`src/sv/cts_pkg.sv`:
```
`default_nettype none

package cts_pkg;

    typedef enum logic [1:0] {
        OP_TICK  = 2'd0,
        OP_POST  = 2'd1,
        OP_TIMED = 2'd2,
        OP_STOP  = 2'd3
    } op_t;

    localparam logic [1:0] ST_WORKING = 2'd0;
    localparam logic [1:0] ST_IDLE    = 2'd1;
    localparam logic [1:0] ST_STOPPED = 2'd2;

    localparam logic [1:0] ERR_NONE     = 2'd0;
    localparam logic [1:0] ERR_OVERFLOW = 2'd1;
    localparam logic [1:0] ERR_TIMERS   = 2'd2;

    localparam int ID_W  = 8;
    localparam int DLY_W = 16;
    localparam int MS_W  = 32;

    typedef struct packed {
        logic load;
        logic exec;
        logic scan;
        logic deq;
        logic rd;
        logic out_load;
    } cts_cmd_t;

    typedef struct packed {
        op_t  op;
        logic stopped;
        logic slot_free;
        logic scan_last;
        logic q_empty;
    } cts_stat_t;

endpackage

`default_nettype wire

```
`src/sv/cts_ctrl.sv`:
```
`default_nettype none

module cts_ctrl
    import cts_pkg::*;
(
    input  logic      clk,
    input  logic      rst_n,
    input  logic      in_valid,
    output logic      in_stall,
    output logic      out_valid,
    input  logic      out_stall,
    input  cts_stat_t stat,
    output cts_cmd_t  cmd
);

    typedef enum logic [5:0] {
        S_IDLE = 6'b000001,
        S_EXEC = 6'b000010,
        S_SCAN = 6'b000100,
        S_DEQ  = 6'b001000,
        S_READ = 6'b010000,
        S_DONE = 6'b100000
    } state_t;

    state_t state_reg;
    state_t state_next;
    logic   out_valid_reg;
    logic   out_valid_next;

    always_comb
    begin
        state_next     = state_reg;
        out_valid_next = out_valid_reg;
        cmd            = '0;
        if (out_valid_reg && !out_stall)
        begin
            out_valid_next = 1'b0;
        end
        unique case (state_reg)
            S_IDLE:
            begin
                if (in_valid)
                begin
                    cmd.load   = 1'b1;
                    state_next = S_EXEC;
                end
            end
            S_EXEC:
            begin
                cmd.exec = 1'b1;
                if (stat.op == OP_TIMED || (stat.op == OP_TICK && !stat.stopped))
                begin
                    state_next = S_SCAN;
                end
                else
                begin
                    state_next = S_DONE;
                end
            end
            S_SCAN:
            begin
                cmd.scan = 1'b1;
                if (stat.op == OP_TIMED && stat.slot_free)
                begin
                    state_next = S_DONE;
                end
                else if (stat.scan_last)
                begin
                    state_next = (stat.op == OP_TICK) ? S_DEQ : S_DONE;
                end
            end
            S_DEQ:
            begin
                cmd.deq    = 1'b1;
                state_next = stat.q_empty ? S_DONE : S_READ;
            end
            S_READ:
            begin
                cmd.rd     = 1'b1;
                state_next = S_DONE;
            end
            S_DONE:
            begin
                if (!out_valid_reg || !out_stall)
                begin
                    cmd.out_load   = 1'b1;
                    out_valid_next = 1'b1;
                    state_next     = S_IDLE;
                end
            end
            default:
            begin
                state_next = S_IDLE;
            end
        endcase
    end

    always_ff @(posedge clk or negedge rst_n)
    begin
        if (!rst_n)
        begin
            state_reg     <= S_IDLE;
            out_valid_reg <= 1'b0;
        end
        else
        begin
            state_reg     <= state_next;
            out_valid_reg <= out_valid_next;
        end
    end

    assign in_stall  = (state_reg != S_IDLE);
    assign out_valid = out_valid_reg;

endmodule

`default_nettype wire

```
`src/sv/cts_datapath.sv`:
```
`default_nettype none

module cts_datapath
    import cts_pkg::*;
#(
    parameter int QUEUE_DEPTH = 16,
    parameter int TIMER_SLOTS = 8
)
(
    input  logic             clk,
    input  logic             rst_n,
    input  cts_cmd_t         cmd,
    output cts_stat_t        stat,
    input  logic [1:0]       operation,
    input  logic [ID_W-1:0]  task_id,
    input  logic [DLY_W-1:0] delay_ms,
    input  logic [MS_W-1:0]  now_ms,
    output logic             dispatched,
    output logic [ID_W-1:0]  run_task,
    output logic             idle_now,
    output logic [1:0]       sched_status,
    output logic [1:0]       error_code,
    output logic [MS_W-1:0]  busy_time
);

    localparam int QW = (QUEUE_DEPTH > 1) ? $clog2(QUEUE_DEPTH) : 1;
    localparam int TW = (TIMER_SLOTS > 1) ? $clog2(TIMER_SLOTS) : 1;

    logic [ID_W:0]      queue_mem [QUEUE_DEPTH];
    logic [ID_W:0]      q_rdata_reg;
    logic [MS_W-1:0]    deadline_mem [TIMER_SLOTS];
    logic [ID_W-1:0]    tmr_task_mem [TIMER_SLOTS];

    logic [QW-1:0]      head_reg;
    logic [QW-1:0]      tail_reg;
    logic [TIMER_SLOTS-1:0] tvalid_reg;
    logic [TW-1:0]      idx_reg;
    logic [MS_W-1:0]    last_idle_reg;
    logic               stopped_reg;

    op_t                op_reg;
    logic [ID_W-1:0]    id_reg;
    logic [DLY_W-1:0]   delay_reg;
    logic [MS_W-1:0]    now_reg;
    logic               disp_reg;
    logic [ID_W-1:0]    task_reg;
    logic               idle_reg;
    logic [1:0]         err_reg;

    logic               dispatched_reg;
    logic [ID_W-1:0]    run_task_reg;
    logic               idle_now_reg;
    logic [1:0]         sched_status_reg;
    logic [1:0]         error_code_reg;
    logic [MS_W-1:0]    busy_time_reg;

    logic [QW-1:0]      head_inc;
    logic [QW-1:0]      tail_inc;
    logic               q_full;
    logic               timer_hit;
    logic               slot_free;
    logic               scan_last;
    logic               enq_req;
    logic [ID_W:0]      enq_entry;
    logic               q_we;
    logic               q_re;
    logic               timed_miss;
    logic [1:0]         status_res;

    always_comb
    begin
        head_inc  = (head_reg == QW'(QUEUE_DEPTH - 1)) ? '0 : head_reg + 1'b1;
        tail_inc  = (tail_reg == QW'(QUEUE_DEPTH - 1)) ? '0 : tail_reg + 1'b1;
        q_full    = (tail_inc == head_reg);
        timer_hit = tvalid_reg[idx_reg] && (now_reg >= deadline_mem[idx_reg]);
        slot_free = !tvalid_reg[idx_reg];
        scan_last = (idx_reg == TW'(TIMER_SLOTS - 1));
        enq_req   = (cmd.exec && (op_reg == OP_POST || op_reg == OP_STOP))
                  || (cmd.scan && op_reg == OP_TICK && timer_hit);
        if (cmd.scan)
        begin
            enq_entry = {1'b0, tmr_task_mem[idx_reg]};
        end
        else
        begin
            enq_entry = {(op_reg == OP_STOP), id_reg};
        end
        q_we       = enq_req && !q_full;
        q_re       = cmd.deq && (head_reg != tail_reg);
        timed_miss = cmd.scan && op_reg == OP_TIMED && scan_last && !slot_free;
        if (op_reg == OP_STOP || stopped_reg)
        begin
            status_res = ST_STOPPED;
        end
        else if (idle_reg)
        begin
            status_res = ST_IDLE;
        end
        else
        begin
            status_res = ST_WORKING;
        end
    end

    always_comb
    begin
        stat.op        = op_reg;
        stat.stopped   = stopped_reg;
        stat.slot_free = slot_free;
        stat.scan_last = scan_last;
        stat.q_empty   = (head_reg == tail_reg);
    end

    always_ff @(posedge clk)
    begin
        if (q_we)
        begin
            queue_mem[tail_inc] <= enq_entry;
        end
        if (q_re)
        begin
            q_rdata_reg <= queue_mem[head_inc];
        end
    end

    always_ff @(posedge clk or negedge rst_n)
    begin
        if (!rst_n)
        begin
            head_reg      <= '0;
            tail_reg      <= '0;
            tvalid_reg    <= '0;
            idx_reg       <= '0;
            last_idle_reg <= '0;
            stopped_reg   <= 1'b0;
        end
        else
        begin
            if (q_we)
            begin
                tail_reg <= tail_inc;
            end
            if (cmd.load)
            begin
                idx_reg <= '0;
            end
            else if (cmd.scan && !scan_last)
            begin
                idx_reg <= idx_reg + 1'b1;
            end
            if (cmd.scan && op_reg == OP_TICK && timer_hit)
            begin
                tvalid_reg[idx_reg] <= 1'b0;
            end
            else if (cmd.scan && op_reg == OP_TIMED && slot_free)
            begin
                tvalid_reg[idx_reg] <= 1'b1;
            end
            if (cmd.deq)
            begin
                if (head_reg == tail_reg)
                begin
                    last_idle_reg <= now_reg;
                end
                else
                begin
                    head_reg <= head_inc;
                end
            end
            if (cmd.rd && q_rdata_reg[ID_W])
            begin
                stopped_reg <= 1'b1;
            end
        end
    end

    always_ff @(posedge clk)
    begin
        if (cmd.scan && op_reg == OP_TIMED && slot_free)
        begin
            deadline_mem[idx_reg] <= now_reg + MS_W'(delay_reg);
            tmr_task_mem[idx_reg] <= id_reg;
        end
        if (cmd.load)
        begin
            op_reg    <= op_t'(operation);
            id_reg    <= task_id;
            delay_reg <= delay_ms;
            now_reg   <= now_ms;
            disp_reg  <= 1'b0;
            task_reg  <= '0;
            idle_reg  <= 1'b0;
            err_reg   <= ERR_NONE;
        end
        else
        begin
            if (enq_req && q_full)
            begin
                err_reg <= ERR_OVERFLOW;
            end
            else if (timed_miss)
            begin
                err_reg <= ERR_TIMERS;
            end
            if (cmd.deq && head_reg == tail_reg)
            begin
                idle_reg <= 1'b1;
            end
            if (cmd.rd && !q_rdata_reg[ID_W])
            begin
                disp_reg <= 1'b1;
                task_reg <= q_rdata_reg[ID_W-1:0];
            end
        end
        if (cmd.out_load)
        begin
            dispatched_reg   <= disp_reg;
            run_task_reg     <= task_reg;
            idle_now_reg     <= idle_reg;
            sched_status_reg <= status_res;
            error_code_reg   <= err_reg;
            busy_time_reg    <= now_reg - last_idle_reg;
        end
    end

    assign dispatched   = dispatched_reg;
    assign run_task     = run_task_reg;
    assign idle_now     = idle_now_reg;
    assign sched_status = sched_status_reg;
    assign error_code   = error_code_reg;
    assign busy_time    = busy_time_reg;

endmodule

`default_nettype wire

```
`src/sv/cooperative_task_scheduler_unit.sv`:
```
`default_nettype none

// Cooperative run-queue scheduler with millisecond timers. Each request on the
// input channel (tick, post, timed post or stop) yields exactly one result on
// the output channel. A post or stop goes from acceptance through the execute
// and done states to the output register. A timed post and a tick that is not
// stopped also pass the timer scan, which examines one timer slot per cycle,
// and a tick goes on through the dequeue state and, when the run queue is not
// empty, the registered read port of the run queue memory. A new request is
// accepted as soon as the previous one has reached the output register, even
// while that result is still stalled.
module cooperative_task_scheduler_unit
    import cts_pkg::*;
#(
    parameter int QUEUE_DEPTH = 16,
    parameter int TIMER_SLOTS = 8
)
(
    input  logic             clk,
    input  logic             rst_n,
    input  logic             in_valid,
    output logic             in_stall,
    input  logic [1:0]       operation,
    input  logic [ID_W-1:0]  task_id,
    input  logic [DLY_W-1:0] delay_ms,
    input  logic [MS_W-1:0]  now_ms,
    output logic             out_valid,
    input  logic             out_stall,
    output logic             dispatched,
    output logic [ID_W-1:0]  run_task,
    output logic             idle_now,
    output logic [1:0]       sched_status,
    output logic [1:0]       error_code,
    output logic [MS_W-1:0]  busy_time
);

    cts_cmd_t  cmd;
    cts_stat_t stat;

    cts_ctrl u_ctrl (
        .clk       (clk),
        .rst_n     (rst_n),
        .in_valid  (in_valid),
        .in_stall  (in_stall),
        .out_valid (out_valid),
        .out_stall (out_stall),
        .stat      (stat),
        .cmd       (cmd)
    );

    cts_datapath #(
        .QUEUE_DEPTH (QUEUE_DEPTH),
        .TIMER_SLOTS (TIMER_SLOTS)
    ) u_dp (
        .clk          (clk),
        .rst_n        (rst_n),
        .cmd          (cmd),
        .stat         (stat),
        .operation    (operation),
        .task_id      (task_id),
        .delay_ms     (delay_ms),
        .now_ms       (now_ms),
        .dispatched   (dispatched),
        .run_task     (run_task),
        .idle_now     (idle_now),
        .sched_status (sched_status),
        .error_code   (error_code),
        .busy_time    (busy_time)
    );

`ifndef SYNTHESIS
    a_disp_working: assert property (@(posedge clk) disable iff (!rst_n)
        out_valid && dispatched |-> !idle_now && sched_status == ST_WORKING)
        else $error("dispatch reported with wrong status");

    a_idle_zero_busy: assert property (@(posedge clk) disable iff (!rst_n)
        out_valid && idle_now |-> sched_status == ST_IDLE && busy_time == '0)
        else $error("idle result with nonzero busy time");

    a_stop_sticky: assert property (@(posedge clk) disable iff (!rst_n)
        stat.stopped |=> stat.stopped)
        else $error("stopped state cleared without reset");
`endif

endmodule

`default_nettype wire

```
`config.mk`:
```
export PLATFORM = sky130hd
export DESIGN_NAME = cooperative_task_scheduler_unit
export DESIGN_NICKNAME = d
export VERILOG_FILES = /design/src/sv/cts_pkg.sv /design/src/sv/cts_ctrl.sv /design/src/sv/cts_datapath.sv /design/src/sv/cooperative_task_scheduler_unit.sv
export SDC_FILE = /design/constraint.sdc
export NUM_CORES = 1
export LEC_CHECK = 0
export BUFFER_PORTS_ARGS = -buffer_cell sky130_fd_sc_hd__buf_2
export CORE_MARGIN = 1.5
export CORE_UTILIZATION = 46
export DETAILED_ROUTE_END_ITERATION = 10
export GPL_TIMING_DRIVEN = 0
export PLACE_DENSITY_LB_ADDON = 0.08
export SLEW_MARGIN = 40
export SYNTH_ARGS = -nofsm -noshare
export SYNTH_HDL_FRONTEND = slang
export SYNTH_SLANG_ARGS = --single-unit
```
`constraint.sdc`:
```
create_clock -name clk -period 7.2 [get_ports clk]
set_input_delay 1.44 -clock clk [delete_from_list [all_inputs] [get_ports clk]]
set_output_delay 1.44 -clock clk [all_outputs]
set_load 0.005 [all_outputs]
```
==> reports/results.ini <==
[run_status]
outcome = complete, no violations

[clock_tree]
post-cts-setup-buffer-count = 0
cts_resized = 0
root_buffer = clkbuf_16
cts_made_buffers = 70
clock_path_buffers = 3
cts-htree-levels = 3
cts_tree = built
clock_latency_ns = 0.62
holdBufCountCts = 0
cts.reportedPaths.clkPinSlew_ns = 0.06
clock-sinks = 648

[hold_path]
min_from = u_dp.task_reg[5]$_SDFFE_PP0P_
holdPathStages = 0
worstHoldPathType = register to register
min_to = u_dp.run_task[5]$_DFFE_PP_

[timing]
slew_viol_final = 0
clock_skew_ns = 0.0202
fin_setup_tns_ns = 0
layout_min_cycle_time_ns = 6.28
timing.fmax_mhz = 159
tightest_slew_ns = 0.902
fin_ws_ns = 0.919
fin_crit_sh_pct = 87.2
hold_viol = 0
relSlewSlack_pct = 39.9
grt_setup_unrepaired = no
report.final.setup_viol = 0

[synth]
syn_avg_cell_area_um2 = 15.0
async_flop_share_pct = 9.10
syn_inst = 1803
synth_flop_cell = edfxtp_1
synth.most_common_cell = edfxtp_1
synth-seq-cells = 648
synth-edff-count = 577
netlist.area_leader.share_pct = 64.1
yosys-top-cells-area = edfxtp_1 64%, dfrtp_1 5.4%, ha_1 4.0%
syn_area_um2 = 27000
yosys_warnings = 0
netlist_top_cells_count = 577 x edfxtp_1, 144 x a22oi_1, 128 x nand2_1
ys_types = 68
synth_top_cell_by_area = edfxtp_1
ys_seq_area_share_pct = 70.5
syn-num-nets = 1954

[routing]
drc = 0
ant_nets = 0
drt-pass1-iter-count = 5
vias = 16800
drt_iter0_drc = 1224
finalWirelength_um = 69600
wl_per_cell_um = 24.0
avgViaCountPerCell = 5.79

[setup_path]
cp-start-kind = register
worstPathRequired_ns = 7.45
crit_arrival_ns = 6.53
rr_startpoint = u_dp.idx_reg[2]$_DFFE_PN0P_
ff2ff_path_depth = 15
rr_endpoint = u_dp.queue_mem[15][2]$_DFFE_PP_
r2r_slack_ns = 0.92
critPathKind = register to register
crit_fanout = 10
endpoint_kind = register

[floorplanning]
rows = 88
fp.dieH_um = 245
dieArea_um2 = 60200
coreArea_um2 = 57900
initial_utilization_pct = 46.7
boundaryPins = 110
chipWidth_um = 245

[cells_and_area]
largest_register_ffs = 256
utilization_pct = 54.5
layout-drive-gt1-share_pct = 18.3
area_delta_synth_final_pct = 16.9
top_register = u_dp.deadline_mem
reg.largest.list = u_dp.deadline_mem: 256 flops, u_dp.queue_mem: 144 flops, u_dp.tmr_task_mem: 64 flops
final_nets = 2222

[power]
finalPower_mw = 10.1
leakage_nw = 11.3
peakVddDrop_uv = 242
p_per_area_nw_per_um2 = 319

[placed_design]
preCtsSetupSlack_ns = 1.01
gp_congestion = 0.880
io_buffer_count = 109
dpl.hpwl_um = 48600

[global_route]
grt_pass1_vias = 16800
antenna_found_initial = 2
grtUsageTotal_pct = 23.4
grt_pass1_wl_um = 104000
grt_max_degree = 37
grt_use_met1_pct = 32.2
overflow = 0
busiest_layer = met2
grtUsageMet3_pct = 3.44
use_met2_pct = 38.7

[run]
drv_cap = 0

==> worst max path at each step <==
| stage | startpoint | endpoint | slack (ns) | depth (start not counted) |
|---|---|---|---|---|
| detailed placement | u_dp.idx_reg[2]$_DFFE_PN0P_ | u_dp.queue_mem[14][2]$_DFFE_PP_ | 1.01 | 15 |
| CTS | u_dp.idx_reg[2]$_DFFE_PN0P_ | u_dp.queue_mem[15][2]$_DFFE_PP_ | 0.98 | 15 |
| global route | u_dp.idx_reg[2]$_DFFE_PN0P_ | u_dp.queue_mem[15][8]$_DFFE_PP_ | 0.65 | 15 |
| global placement | u_dp.idx_reg[1]$_DFFE_PN0P_ | u_dp.tmr_task_mem[1][7]$_DFFE_PP_ | -3.74 | 6 |
| finish | u_dp.idx_reg[2]$_DFFE_PN0P_ | u_dp.queue_mem[15][2]$_DFFE_PP_ | 0.92 | 15 |
| floorplan | u_dp.idx_reg[1]$_DFFE_PN0P_ | u_dp.deadline_mem[1][0]$_DFFE_PP_ | 1.49 | 6 |
==> where the power goes <==
part | internal (mW) | leakage [nW] | total [mW] | switching (mW)
logic | 0.584 | 4.02 | 1.71 | 1.13
clock network | 2.12 | 1.12 | 3.63 | 1.51
registers | 4.59 | 6.13 | 4.75 | 0.165
==> placed cells by master, fill, tap and decap left out, types with 11 or more instances in the layout <==
cell type	count
inv_1	69
dfrtp_1	58
a211oi_1	30
a31oi_1	27
a21o_1	44
nor2_1	61
xnor2_1	43
dfxtp_1	12
mux2i_1	11
ha_1	87
and4_1	39
mux4_2	21
clkinv_2	14
o21ai_0	64
clkbuf_2	18
clkbuf_1	52
nand2_1	128
buf_2	183
edfxtp_1	577
a22oi_1	144
a21oi_1	66
and2_1	27
nor3_1	12
nand4_1	15
clkbuf_16	72
xor2_1	22
==> per-stage QoR <==
stage / cells / hold WS (ns) / cell area, um^2
finish: 2894 / 0.432 / 31600
global route: 2893 / 0.444 / 31600
CTS: 2893 / 0.434 / 31500
detailed placement: 2764 / 0.424 / 29200
global placement: 2677 / 0.416 / 28500
floorplan: 1803 / 0.400 / 27000
==> logic make-up (layout without fill, tap and decap cells) <==
family | count (synthesis) | after routing | share of synthesized area (%)
and+or+nand+nor | 348 | 348 | 6.67
muxes | 40 | 40 | 2.49
buffers and inverters | 142 | 467 | 2.02
xor gates and xnor gates | 71 | 71 | 2.30
adders and majority gates | 89 | 89 | 4.18
AOI/OAI and AO/OA | 465 | 465 | 11.9
DFF | 648 | 648 | 70.5
other | 0 | 1 | 0
==> worst max-delay path, stage by stage, from the launching register on <==
cell and delay [ns]:
dfrtp_1 0.49, buf_2 0.30, inv_1 0.19, nor2_1 0.49
clkbuf_1 0.74, buf_1 0.74, a22oi_1 0.13, and4_1 0.26
ha_1 0.31, nand4_1 0.09, nor2_1 0.17, inv_1 0.08
or4_1 0.52, o22a_2 0.29, a2111oi_2 0.50, and2_1 0.60
==> metal layers <==
| metal | part of all wire, % | up-vias |
|---|---|---|
| met2 | 48 | 522 |
| met5 | 0.019 | - |
| li1 | - | 7628 |
| met3 | 5.6 | 125 |
| met4 | 2.4 | 2 |
| met1 | 44 | 8489 |
==> layout make-up <==
class / instances / area (um^2)
Tap cell: 765 / 957
Fill cell: 4821 / 26300
Multi-Input combinational cell: 1013 / 7580
Clock inverter: 45 / 474
Inverter: 69 / 259
Clock buffer: 84 / 1860
Antenna cell: 1 / 2.50
Timing Repair Buffer: 196 / 1100
Sequential cell: 648 / 19000
Buffer: 73 / 315
Power figures use the tool's default switching activity.
